==> config.mk <==
export PLATFORM = sky130hd
export DESIGN_NAME = ipv4_static_nat_checksum_rewriter_top
export DESIGN_NICKNAME = d
export VERILOG_FILES = /design/src/design/ncr_pkg.sv /design/src/design/ncr_front.sv /design/src/design/ncr_queue.sv /design/src/design/ncr_back.sv /design/src/design/ipv4_static_nat_checksum_rewriter_top.sv
export SDC_FILE = /design/constraint.sdc
export NUM_CORES = 2
export LEC_CHECK = 0
export BUFFER_PORTS_ARGS = -buffer_cell sky130_fd_sc_hd__buf_2
export CAP_MARGIN = 20
export CORE_MARGIN = 1.5
export CORE_UTILIZATION = 45
export CTS_BUF_LIST = sky130_fd_sc_hd__clkbuf_4
export DETAILED_ROUTE_END_ITERATION = 6
export GPL_TIMING_DRIVEN = 0
export PLACE_DENSITY_LB_ADDON = 0.3
export SLEW_MARGIN = 0
export SYNTH_ARGS = -nofsm -noshare
export SYNTH_HDL_FRONTEND = slang
export SYNTH_HIERARCHICAL = 1
export SYNTH_SLANG_ARGS = --single-unit
export TNS_END_PERCENT = 100
==> constraint.sdc <==
create_clock -name clock -period 15.6 [get_ports clock]
set_clock_uncertainty 0.05 [all_clocks]
set_input_delay 0.78 -clock clock [delete_from_list [all_inputs] [get_ports clock]]
set_output_delay 0.78 -clock clock [all_outputs]
set_load 0.01 [all_outputs]
==> src/design/ncr_pkg.sv <==
// Shared types and constants of the IPv4 static NAT checksum rewriter.
package ncr_pkg;

   localparam int QUEUE_DEPTH = 4;
   localparam int QUEUE_PTR_W = $clog2(QUEUE_DEPTH);
   localparam int QUEUE_CNT_W = $clog2(QUEUE_DEPTH + 1);

   localparam int RSP_TDATA_W = 136;
   localparam int CSR_INDEX_W = 1;
   localparam int CSR_DATA_W  = 32;

   // Configuration register indexes
   localparam logic [CSR_INDEX_W-1:0] REG_MATCH_ADDR   = 1'b0;
   localparam logic [CSR_INDEX_W-1:0] REG_REPLACE_ADDR = 1'b1;

   localparam logic [31:0] MATCH_ADDR_RESET   = 32'hDCB5_2537;
   localparam logic [31:0] REPLACE_ADDR_RESET = 32'h40E9_BD68;

   localparam logic [7:0] PROTO_TCP = 8'd6;

   // Per-packet summary handed from the byte front end to the checksum back end
   typedef struct packed {
      logic [15:0] hdr_sum;     // folded header sum without check and address words
      logic [15:0] seg_sum;     // folded segment sum without the TCP check word
      logic [15:0] ip_check;
      logic [15:0] tcp_check;
      logic [31:0] src_addr;
      logic [31:0] dst_addr;
      logic [15:0] tcp_len;
      logic [7:0]  protocol;
      logic        truncated;
   } snap_type;

endpackage

==> src/design/ncr_front.sv <==
// Byte front end: parses the IPv4 header and keeps the running checksums.
module ncr_front #(
   parameter int MAX_BYTES = 65535
) (
   input  logic              clock,
   input  logic              reset,
   input  logic              in_valid,
   output logic              in_ready,
   input  logic [7:0]        in_byte,
   input  logic              in_last,
   input  logic              q_full,
   output logic              q_push,
   output ncr_pkg::snap_type q_data
);
   import ncr_pkg::*;

   localparam int IDX_W = $clog2(MAX_BYTES + 1);

   logic [IDX_W-1:0] idx_ff, idx_in;
   logic [3:0]       ihl_ff, ihl_in;
   logic [15:0]      tl_ff, tl_in;
   logic [7:0]       proto_ff, proto_in;
   logic [15:0]      oip_ff, oip_in;
   logic [15:0]      otcp_ff, otcp_in;
   logic [31:0]      src_ff, src_in;
   logic [31:0]      dst_ff, dst_in;
   logic [15:0]      hsum_ff, hsum_in;
   logic [15:0]      ssum_ff, ssum_in;

   logic        accept, take, in_hdr;
   logic [15:0] idx16, weighted, hlen16;
   logic [3:0]  ihl_eff;
   logic [5:0]  hlen;

   function automatic logic [15:0] oc_add(input logic [15:0] a, input logic [15:0] b);
      logic [16:0] s;
      s = {1'b0, a} + {1'b0, b};
      return s[15:0] + {15'd0, s[16]};
   endfunction

   assign in_ready = !q_full;
   assign accept   = in_valid && in_ready;
   assign take     = idx_ff < IDX_W'(MAX_BYTES);
   assign idx16    = 16'(idx_ff);
   assign weighted = idx_ff[0] ? {8'h00, in_byte} : {in_byte, 8'h00};
   assign ihl_eff  = (ihl_in < 4'd5) ? 4'd5 : ihl_in;
   assign hlen     = {ihl_eff, 2'b00};
   assign hlen16   = {10'd0, hlen};
   assign in_hdr   = idx16 < hlen16;

   always_comb begin
      ihl_in   = ihl_ff;
      tl_in    = tl_ff;
      proto_in = proto_ff;
      oip_in   = oip_ff;
      otcp_in  = otcp_ff;
      src_in   = src_ff;
      dst_in   = dst_ff;
      hsum_in  = hsum_ff;
      ssum_in  = ssum_ff;
      idx_in   = idx_ff;
      if (take) begin
         idx_in = idx_ff + IDX_W'(1);
         case (idx16)
            16'd0:  ihl_in         = in_byte[3:0];
            16'd2:  tl_in[15:8]    = in_byte;
            16'd3:  tl_in[7:0]     = in_byte;
            16'd9:  proto_in       = in_byte;
            16'd10: oip_in[15:8]   = in_byte;
            16'd11: oip_in[7:0]    = in_byte;
            16'd12: src_in[31:24]  = in_byte;
            16'd13: src_in[23:16]  = in_byte;
            16'd14: src_in[15:8]   = in_byte;
            16'd15: src_in[7:0]    = in_byte;
            16'd16: dst_in[31:24]  = in_byte;
            16'd17: dst_in[23:16]  = in_byte;
            16'd18: dst_in[15:8]   = in_byte;
            16'd19: dst_in[7:0]    = in_byte;
            default: ;
         endcase
         if (in_hdr) begin
            // check and address bytes are captured, not summed
            if (idx16 < 16'd10 || idx16 > 16'd19)
               hsum_in = oc_add(hsum_ff, weighted);
         end else if (idx16 < tl_in) begin
            if (idx16 == hlen16 + 16'd16)
               otcp_in[15:8] = in_byte;
            else if (idx16 == hlen16 + 16'd17)
               otcp_in[7:0] = in_byte;
            else
               ssum_in = oc_add(ssum_ff, weighted);
         end
      end
   end

   always_comb begin
      q_push           = accept && in_last;
      q_data.hdr_sum   = hsum_in;
      q_data.seg_sum   = ssum_in;
      q_data.ip_check  = oip_in;
      q_data.tcp_check = otcp_in;
      q_data.src_addr  = src_in;
      q_data.dst_addr  = dst_in;
      q_data.tcp_len   = tl_in - hlen16;
      q_data.protocol  = proto_in;
      q_data.truncated = 16'(idx_in) < tl_in;
   end

   always_ff @(posedge clock) begin
      if (reset || (accept && in_last)) begin
         idx_ff   <= '0;
         ihl_ff   <= '0;
         tl_ff    <= '0;
         proto_ff <= '0;
         oip_ff   <= '0;
         otcp_ff  <= '0;
         src_ff   <= '0;
         dst_ff   <= '0;
         hsum_ff  <= '0;
         ssum_ff  <= '0;
      end else if (accept) begin
         idx_ff   <= idx_in;
         ihl_ff   <= ihl_in;
         tl_ff    <= tl_in;
         proto_ff <= proto_in;
         oip_ff   <= oip_in;
         otcp_ff  <= otcp_in;
         src_ff   <= src_in;
         dst_ff   <= dst_in;
         hsum_ff  <= hsum_in;
         ssum_ff  <= ssum_in;
      end
   end

endmodule

==> src/design/ncr_queue.sv <==
// Short queue of packet summaries between the front end and the back end.
module ncr_queue (
   input  logic              clock,
   input  logic              reset,
   input  logic              push,
   input  ncr_pkg::snap_type push_data,
   output logic              full,
   input  logic              pop,
   output ncr_pkg::snap_type pop_data,
   output logic              empty
);
   import ncr_pkg::*;

   snap_type                entry_ff [QUEUE_DEPTH];
   logic [QUEUE_PTR_W-1:0]  wr_ptr_ff, wr_ptr_in;
   logic [QUEUE_PTR_W-1:0]  rd_ptr_ff, rd_ptr_in;
   logic [QUEUE_CNT_W-1:0]  count_ff, count_in;
   logic                    do_push, do_pop;

   assign full     = count_ff == QUEUE_CNT_W'(QUEUE_DEPTH);
   assign empty    = count_ff == '0;
   assign do_push  = push && !full;
   assign do_pop   = pop && !empty;
   assign pop_data = entry_ff[rd_ptr_ff];

   always_comb begin
      wr_ptr_in = do_push ? wr_ptr_ff + QUEUE_PTR_W'(1) : wr_ptr_ff;
      rd_ptr_in = do_pop  ? rd_ptr_ff + QUEUE_PTR_W'(1) : rd_ptr_ff;
      count_in  = count_ff;
      if (do_push && !do_pop)
         count_in = count_ff + QUEUE_CNT_W'(1);
      else if (do_pop && !do_push)
         count_in = count_ff - QUEUE_CNT_W'(1);
   end

   always_ff @(posedge clock) begin
      if (reset) begin
         wr_ptr_ff <= '0;
         rd_ptr_ff <= '0;
         count_ff  <= '0;
      end else begin
         wr_ptr_ff <= wr_ptr_in;
         rd_ptr_ff <= rd_ptr_in;
         count_ff  <= count_in;
      end
   end

   always_ff @(posedge clock) begin
      if (do_push)
         entry_ff[wr_ptr_ff] <= push_data;
   end

endmodule

==> src/design/ncr_back.sv <==
// Back end: address translation and checksum pipeline with output register.
module ncr_back (
   input  logic                            clock,
   input  logic                            reset,
   input  logic                            q_empty,
   input  ncr_pkg::snap_type               q_data,
   output logic                            q_pop,
   input  logic                            csr_we,
   input  logic [ncr_pkg::CSR_INDEX_W-1:0] csr_index,
   input  logic [ncr_pkg::CSR_DATA_W-1:0]  csr_wdata,
   output logic                            out_valid,
   input  logic                            out_ready,
   output logic [ncr_pkg::RSP_TDATA_W-1:0] out_data
);
   import ncr_pkg::*;

   typedef struct packed {
      logic        drw;
      logic        srw;
      logic        tcp;
      logic        trunc;
      logic [31:0] nsrc;
      logic [31:0] ndst;
   } flags_type;

   typedef struct packed {
      flags_type   f;
      logic [16:0] a_src;
      logic [16:0] a_dst;
      logic [16:0] n_src;
      logic [16:0] n_dst;
      logic [16:0] pseudo;
      logic [16:0] hb;
      logic [16:0] tb;
      logic [15:0] hsum;
      logic [15:0] ssum;
   } st1_type;

   typedef struct packed {
      flags_type   f;
      logic [16:0] hb;
      logic [15:0] hsum;
      logic [17:0] old_addr;
      logic [17:0] new_addr;
      logic [17:0] tb2;
      logic [17:0] ta2;
   } st2_type;

   typedef struct packed {
      flags_type   f;
      logic [18:0] ipb;
      logic [18:0] ipa;
      logic [18:0] tcpb;
      logic [18:0] tcpa;
   } st3_type;

   logic [31:0] match_ff, replace_ff;
   st1_type     s1_ff, s1_in;
   st2_type     s2_ff, s2_in;
   st3_type     s3_ff;
   logic        v1_ff, v2_ff, v3_ff, out_valid_ff;
   logic [RSP_TDATA_W-1:0] out_data_ff, out_data_in;
   logic        advance;
   logic [15:0] ipb_f, ipa_f, tcpb_f, tcpa_f;

   function automatic logic [15:0] fold_cpl(input logic [18:0] s);
      logic [16:0] f1;
      logic [15:0] f2;
      f1 = {1'b0, s[15:0]} + {14'd0, s[18:16]};
      f2 = f1[15:0] + {15'd0, f1[16]};
      return ~f2;
   endfunction

   // whole pipeline holds while the output register is stalled
   assign advance   = !out_valid_ff || out_ready;
   assign q_pop     = advance && !q_empty;
   assign out_valid = out_valid_ff;
   assign out_data  = out_data_ff;

   always_ff @(posedge clock) begin
      if (reset) begin
         match_ff   <= MATCH_ADDR_RESET;
         replace_ff <= REPLACE_ADDR_RESET;
      end else if (csr_we) begin
         case (csr_index)
            REG_MATCH_ADDR:   match_ff   <= csr_wdata;
            REG_REPLACE_ADDR: replace_ff <= csr_wdata;
            default: ;
         endcase
      end
   end

   always_comb begin
      s1_in.f.drw   = q_data.dst_addr == match_ff;
      s1_in.f.srw   = q_data.src_addr == replace_ff;
      s1_in.f.tcp   = q_data.protocol == PROTO_TCP;
      s1_in.f.trunc = q_data.truncated;
      s1_in.f.nsrc  = s1_in.f.srw ? match_ff : q_data.src_addr;
      s1_in.f.ndst  = s1_in.f.drw ? replace_ff : q_data.dst_addr;
      s1_in.a_src   = 17'(q_data.src_addr[31:16]) + 17'(q_data.src_addr[15:0]);
      s1_in.a_dst   = 17'(q_data.dst_addr[31:16]) + 17'(q_data.dst_addr[15:0]);
      s1_in.n_src   = 17'(s1_in.f.nsrc[31:16]) + 17'(s1_in.f.nsrc[15:0]);
      s1_in.n_dst   = 17'(s1_in.f.ndst[31:16]) + 17'(s1_in.f.ndst[15:0]);
      s1_in.pseudo  = 17'(q_data.protocol) + 17'(q_data.tcp_len);
      s1_in.hb      = 17'(q_data.hdr_sum) + 17'(q_data.ip_check);
      s1_in.tb      = 17'(q_data.seg_sum) + 17'(q_data.tcp_check);
      s1_in.hsum    = q_data.hdr_sum;
      s1_in.ssum    = q_data.seg_sum;
   end

   always_comb begin
      s2_in.f        = s1_ff.f;
      s2_in.hb       = s1_ff.hb;
      s2_in.hsum     = s1_ff.hsum;
      s2_in.old_addr = 18'(s1_ff.a_src) + 18'(s1_ff.a_dst);
      s2_in.new_addr = 18'(s1_ff.n_src) + 18'(s1_ff.n_dst);
      s2_in.tb2      = 18'(s1_ff.tb) + 18'(s1_ff.pseudo);
      s2_in.ta2      = 18'(s1_ff.ssum) + 18'(s1_ff.pseudo);
   end

   always_comb begin
      ipb_f  = fold_cpl(s3_ff.ipb);
      ipa_f  = fold_cpl(s3_ff.ipa);
      tcpb_f = s3_ff.f.tcp ? fold_cpl(s3_ff.tcpb) : 16'd0;
      tcpa_f = s3_ff.f.tcp ? fold_cpl(s3_ff.tcpa) : 16'd0;
      out_data_in = {4'h0, s3_ff.f.trunc, s3_ff.f.tcp, s3_ff.f.srw, s3_ff.f.drw,
                     tcpa_f, ipa_f, tcpb_f, ipb_f, s3_ff.f.ndst, s3_ff.f.nsrc};
   end

   always_ff @(posedge clock) begin
      if (reset) begin
         v1_ff        <= 1'b0;
         v2_ff        <= 1'b0;
         v3_ff        <= 1'b0;
         out_valid_ff <= 1'b0;
      end else if (advance) begin
         v1_ff        <= !q_empty;
         v2_ff        <= v1_ff;
         v3_ff        <= v2_ff;
         out_valid_ff <= v3_ff;
      end
   end

   always_ff @(posedge clock) begin
      if (advance) begin
         s1_ff        <= s1_in;
         s2_ff        <= s2_in;
         s3_ff.f      <= s2_ff.f;
         s3_ff.ipb    <= 19'(s2_ff.hb) + 19'(s2_ff.old_addr);
         s3_ff.ipa    <= 19'(s2_ff.hsum) + 19'(s2_ff.new_addr);
         s3_ff.tcpb   <= 19'(s2_ff.tb2) + 19'(s2_ff.old_addr);
         s3_ff.tcpa   <= 19'(s2_ff.ta2) + 19'(s2_ff.new_addr);
         out_data_ff  <= out_data_in;
      end
   end

endmodule

==> src/design/ipv4_static_nat_checksum_rewriter_top.sv <==
// Top level of the IPv4 static NAT rewriter with header and TCP checksums.
// Throughput: one packet byte per cycle while the summary queue is not full;
// results may leave one per cycle while rsp_tready is high. The summary of a
// packet passes the queue write, then three checksum stages and the output register.
// req_tready drops only while the four-entry summary queue is full.
// Reset is synchronous: it clears packet state, queue and pipeline and loads
// the default match and replacement addresses.
module ipv4_static_nat_checksum_rewriter_top #(
   parameter int MAX_PACKET_BYTES = 65535
) (
   input  logic                            clock,
   input  logic                            reset,
   input  logic                            req_tvalid,
   output logic                            req_tready,
   input  logic [7:0]                      req_tdata,  // [7:0] data_byte
   input  logic                            req_tlast,
   output logic                            rsp_tvalid,
   input  logic                            rsp_tready,
   // [31:0] new_source_addr, [63:32] new_dest_addr, [79:64] ip_check_before,
   // [95:80] tcp_check_before, [111:96] ip_check_after,
   // [127:112] tcp_check_after, [128] dest_rewritten, [129] source_rewritten,
   // [130] is_tcp, [131] truncated, [135:132] zero
   output logic [ncr_pkg::RSP_TDATA_W-1:0] rsp_tdata,
   input  logic                            csr_we,
   input  logic [ncr_pkg::CSR_INDEX_W-1:0] csr_index,
   input  logic [ncr_pkg::CSR_DATA_W-1:0]  csr_wdata
);
   import ncr_pkg::*;

   snap_type push_data, pop_data;
   logic     push, pop, q_full, q_empty;

   ncr_front #(
      .MAX_BYTES (MAX_PACKET_BYTES)
   ) u_front (
      .clock    (clock),
      .reset    (reset),
      .in_valid (req_tvalid),
      .in_ready (req_tready),
      .in_byte  (req_tdata),
      .in_last  (req_tlast),
      .q_full   (q_full),
      .q_push   (push),
      .q_data   (push_data)
   );

   ncr_queue u_queue (
      .clock     (clock),
      .reset     (reset),
      .push      (push),
      .push_data (push_data),
      .full      (q_full),
      .pop       (pop),
      .pop_data  (pop_data),
      .empty     (q_empty)
   );

   ncr_back u_back (
      .clock     (clock),
      .reset     (reset),
      .q_empty   (q_empty),
      .q_data    (pop_data),
      .q_pop     (pop),
      .csr_we    (csr_we),
      .csr_index (csr_index),
      .csr_wdata (csr_wdata),
      .out_valid (rsp_tvalid),
      .out_ready (rsp_tready),
      .out_data  (rsp_tdata)
   );

endmodule

### Word level (Yosys, flattened, before mapping)

Memory sizes are Yosys's and may differ from the RTL's. A register that Yosys moved wholly into a read port is not among the register bits.
Index checks and enable logic that the tools add are counted.

| storage, ports and cells | value |
|---|---|
| register bits after elaboration | 915 |
| bits in latches | 0 |
| memory bits (writable) | 612 |
| ROM bits | 0 |
| input port bits | 47 |
| output and inout port bits | 138 |
| word-level logic and storage cells | 192 |
| memories | 1 |

Memory list:

| memory | depth | width | rd ports | clocked after Yosys merged registers in | write ports | line | RTL |
|---|---|---|---|---|---|---|---|
| u_queue.entry_ff | 4 | 153 | 1 | 1 | 1 | ncr_queue.sv:14 | `snap_type entry_ff [QUEUE_DEPTH];` |

| cells by class | value |
|---|---|
| add/sub/neg operators | 35 |
| multipliers | 0 |
| divide/modulo/power cells | 0 |
| order comparisons | 7 |
| eq/ne operators | 19 |
| shift-type cells | 0 |
| muxes and demuxes | 47 |
| bitwise operators | 5 |
| reduce and logical (&&, ||, !) cells | 20 |

Operators with widths:

| cell | count |
|---|---|
| 2-to-1 mux 16 bit | 15 |
| 2-to-1 mux 8 bit | 19 |
| adder 16 x 16 -> 17 bit | 8 |
| 2-to-1 mux 32 bit | 4 |
| == test 16 x 4 -> 1 bit, second input constant | 7 |
| adder 16 x 1 -> 16 bit | 6 |
| adder 16 x 3 -> 17 bit | 4 |
| == test 16 x 5 -> 1 bit, second input constant | 4 |
| == test 32 bit | 2 |
| inverter 16 bit | 4 |
| adder 17 x 17 -> 18 bit | 3 |
| adder 18 x 18 -> 19 bit | 2 |
| == test 16 bit | 2 |
| == test 16 x 2 -> 1 bit, second input constant | 2 |
| < comparator 16 bit | 2 |
| adder 16 x 18 -> 19 bit | 1 |
| adder 17 x 18 -> 19 bit | 1 |
| adder 16 x 17 -> 18 bit | 1 |
| adder 8 x 16 -> 17 bit | 1 |
| adder 16 x 1 -> 16 bit, second input constant | 1 |
| > comparator 16 x 5 -> 1 bit, second input constant | 1 |
| logical NOT 16 bit | 1 |
| < comparator 16 bit, second input constant | 1 |
| < comparator 16 x 4 -> 1 bit, second input constant | 1 |
| other kinds (20) | 40 |

### Logic depth before layout (Yosys ltp)

| depth | value |
|---|---|
| word-level depth | 12 |
| mapped depth | 26 |

### Cells and area by module

Netlist, hierarchy kept.

Modules (own cells, without submodules):

| module | instances | cells each | area each (sq um) |
|---|---|---|---|
| ncr_back | 1 | 3028 | 37616.1 |
| ncr_queue | 1 | 847 | 22497.8 |
| ncr_front | 1 | 1659 | 12863.6 |

### Worst setup path after synthesis

Ideal clock, no wire load.

| timing | value |
|---|---|
| path kind | input-to-reg |
| start | in rsp_tready |
| end | reg u_back.out_data_ff[0], in the netlist u_back/out_data[0], enable pin |
| library setup time | 1.014 ns |
| arrival time | 13.764 ns |
| slack | 0.772 ns |
| stages on the path | 2 |
| buffers on the path | 0 |
| cell sequence | nor2b_1 inv_1 |

| between the ends | value |
|---|---|
| word-level cells in the longest chain between the ends | 1 |

RTL lines:

| item | line | RTL |
|---|---|---|
| start: declaration | ipv4_static_nat_checksum_rewriter_top.sv:18 | `input logic rsp_tready,` |
| logical OR 1 bit | ncr_back.sv:75 | `assign advance = !out_valid_ff \|\| out_ready;` |
| end signal: assignment | ncr_back.sv:153 | `out_data_ff <= out_data_in;` |
| end: declaration | ncr_back.sv:62 | `logic [RSP_TDATA_W-1:0] out_data_ff, out_data_in;` |

No other way between the ends.
A chain may end at the register's enable or synchronous reset.

==> run_results.csv <==
group,metric,value,unit
clock_network,cts-root-buf,"clkbuf_4",
logic_synthesis,mappedNetlistArea,73000,sq um
clock_network,htree_levels,5,
power_and_ir_drop,p_leak,31.3,nW
critical_path,critPathCaptureType,"flip-flop",
global_route,grt_max_degree,146,
sta,tightest_slew,1.27,ns
floorplan,coreArea,161000,sq um
critical_path,rrSetupSlack,7.80,ns
logic_synthesis,syn_inst,5534,
logic_synthesis,async_flop_share,0,%
power_and_ir_drop,p_per_area,189,nW/um^2
status,status,"complete, but fails checks",
clock_network,clkSinkCount,1529,
clock_network,ctsResizeCount,0,
logic_synthesis,ys_seq_elements,1529,
clock_network,numCtsBuffers,402,
worst_hold_path,whs_endpoint,"u_back/match_ff[10]",
cells_and_area,area_growth,13.3,%
logic_synthesis,synth_area_leaders,"edfxtp_1 (53%), dfxtp_1 (6.8%), ha_1 (5.6%)",
routing,drtAntennaViolNets,0,
clock_network,ctsHoldBuffers,48,
floorplan,initial_utilization,45.4,%
sta,fmax,128,MHz
sta,min_period_over_period,50.0,%
logic_synthesis,synth-edff-count,1280,
critical_path,cpMaxStageDelayCell,"o21ai_0",
status,violations,"DRC",
worst_hold_path,hp-class,"in2reg",
sta,slew-limit-headroom,14.5,%
clock_network,clk_path_buf_depth,4,
critical_path,r2r_end,"u_queue/entry_ff[2][149]",
worst_hold_path,hold_path_depth,4,
routing,drc_errors,13,
power_and_ir_drop,peakVddDrop,0.0000939,V
logic_synthesis,ys_seq_area_share,59.5,%
sta,layout_min_cycle_time,7.80,ns
sta,hold_violations,0,
sta,final.setup.worst_slack,7.80,ns
sta,rsz0062_at_grt,"no",
logic_synthesis,synth.most_common_cell,"edfxtp_1",
critical_path,max_stage_delay,0.93,ns
critical_path,crit_family,"compound AO/OA/AOI/OAI gates",
floorplan,io_pins,185,
cells_and_area,drive_gt1_share,20.1,%
logic_synthesis,synth_common_cells,"edfxtp_1 (1,280), nand2_1 (506), nor2_1 (359), ha_1 (326), xnor2_1 (308)",
clock_network,insertion_delay,1.37,ns
logic_synthesis,ys_types,118,
logic_synthesis,ys_warn_count,6,
routing,first_iter_violations,4185,
routing,vias,47755,
routing,wl_per_cell,21.8,um
floorplan,fp-row-count,147,
global_route,grt_pass1_vias,46135,
global_route,grtUsageTotal,22.7,%
sta,setup_tns,0,ns
cells_and_area,design_area,82700,sq um
floorplan,die_h,406,um
logic_synthesis,syn_avg_cell_area,13.2,sq um
global_route,overflow,0,
logic_synthesis,yosys.area.top_type,"edfxtp_1",
global_route,antenna_found_initial,7,
critical_path,crit_required,16.45,ns
placed_design,place_area,77100,sq um
routing,drt_wl_total,189000,um
sta,finalSetupViolations,0,
logic_synthesis,synth_ff_type,"edfxtp_1",
critical_path,path_class,"reg2reg",
placed_design,preCtsSetupSlack,7.27,ns
sta,whs,0.164,ns
critical_path,reg2reg_from,"u_front/idx16[0]",
critical_path,reg2reg_depth,26,
floorplan,die_area,165000,sq um
cells_and_area,fillers,13948,
critical_path,path_buf_inv,6,
routing,vias_per_cell,5.52,
global_route,grt_pass1_wl,279000,um
cells_and_area,nets,6585,
placed_design,place_hpwl,138000,um
floorplan,die_w,406,um
logic_synthesis,synth_top_area_share,52.7,%
placed_design,port_buffers,178,
critical_path,arrival,8.65,ns
placed_design,place.gp.congestion,0.940,
clock_network,clkTransAtPathRegs,0.07,ns
critical_path,crit_fanout,10,
sta,drv_slew,0,
critical_path,startpoint_type,"flip-flop",
flow_run,maxCapViolCount,0,
clock_network,post_cts_buffers,0,
worst_hold_path,hp-start,"csr_wdata[10]",
routing,first_pass_iters,7,
clock_network,cts_tree,"built",
[final cells by class]
class	count	area [sq um]	share of cell area (%)
clock inverters	119	716	0.865
flip-flops and latches	1529	43400	52.5
clock buffers	586	4400	5.32
plain buffers	216	1040	1.25
well taps	2160	2700	3.27
multi-input cells	3634	27900	33.8
diodes	2	5.00	0.00605
inverters	158	601	0.726
repair buffers	250	1880	2.28
[worst max path at each step]
stage	cells past startpoint	slack (ns)	from	end
CTS	25	7.96	u_front/idx16[0]	u_queue/entry_ff[1][148]
finish	26	7.80	u_front/idx16[0]	u_queue/entry_ff[2][149]
global placement	3	-4.12	rsp_tready	u_back/out_data[91]
global route	26	7.52	u_front/idx16[0]	u_queue/entry_ff[2][149]
floorplan	2	0.77	rsp_tready	u_back/out_data[0]
detailed placement	23	7.27	req_tdata[0]	u_queue/entry_ff[3][148]
[per-stage QoR]
step           instances  total power [mW]  utilization (%)
6_report            8654              15.6             51.5
4_1_cts             8649              15.7             51.4
3_5_place_dp        7896              12.2             48.0
3_3_place_gp        7875              12.1             47.6
2_1_floorplan       5537              10.4                -
5_1_grt             8654              16.6             51.5
[placed cells by master (no fill, tap or decap), drive strengths merged, types with 47 or more instances in the layout]
master       count
nor2           362
mux2           180
and2            48
clkinv         109
a21oi          309
nand4           55
nand3b          47
nand2b          58
nor3           124
o21ai          157
nand3          117
nand2          507
mux2i           70
mux4           153
xor2           140
nor2b           51
a21o            69
dlygate4sd3     48
buf            290
edfxtp        1280
dfxtp          249
inv            158
ha             326
clkbuf         714
o21a            50
xnor2          308
a31oi           49
[where the power goes]
| group | switching [mW] | internal (mW) |
|---|---|---|
| clock network | 1.60 | 1.87 |
| logic | 3.47 | 2.40 |
| registers | 0.457 | 5.80 |
| total | 5.53 | 10.1 |
[kinds of logic after synthesis]
group	synth area share [%]
multiplexers	8.47
other	0.00514
XOR/XNOR	5.50
flip-flops	59.5
adder cells (fa/ha/maj)	6.19
buffers and inverters	2.23
AO/OA/AOI/OAI	7.85
AND/OR/NAND/NOR	10.2
[per-layer routing]
layer | part of all wire [%] | global-route usage (%)
met5 | 0 | 0
met4 | 3.2 | 8.67
met3 | 7.6 | 4.75
met2 | 46 | 35.4
met1 | 43 | 31.1
[state kept, by name, summed over array words and instances (netlist names), 3 cells and up, named ones only]
name	cells
u_queue/entry_ff	612
u_back/s1_ff	219
u_back/s2_ff	173
u_back/out_data	132
u_back/s3_ff	76
u_back/out_data_in	68
u_back/match_ff	32
u_back/replace_ff	32
u_front/dst_ff	32
u_front/src_ff	32
u_front/hsum_ff	16
u_front/idx16	16
u_front/oip_ff	16
u_front/otcp_ff	16
u_front/ssum_ff	16
u_front/tl_ff	16
u_front/proto_ff	8
u_front/ihl_ff	4
u_queue/count_ff	3
[worst min-delay path, delay by kind of cell]
kind / cells / cell delay, ns
simple gates: 2 / 0.12
buf+inv: 2 / 0.63
Power figures use the tool's default switching activity.
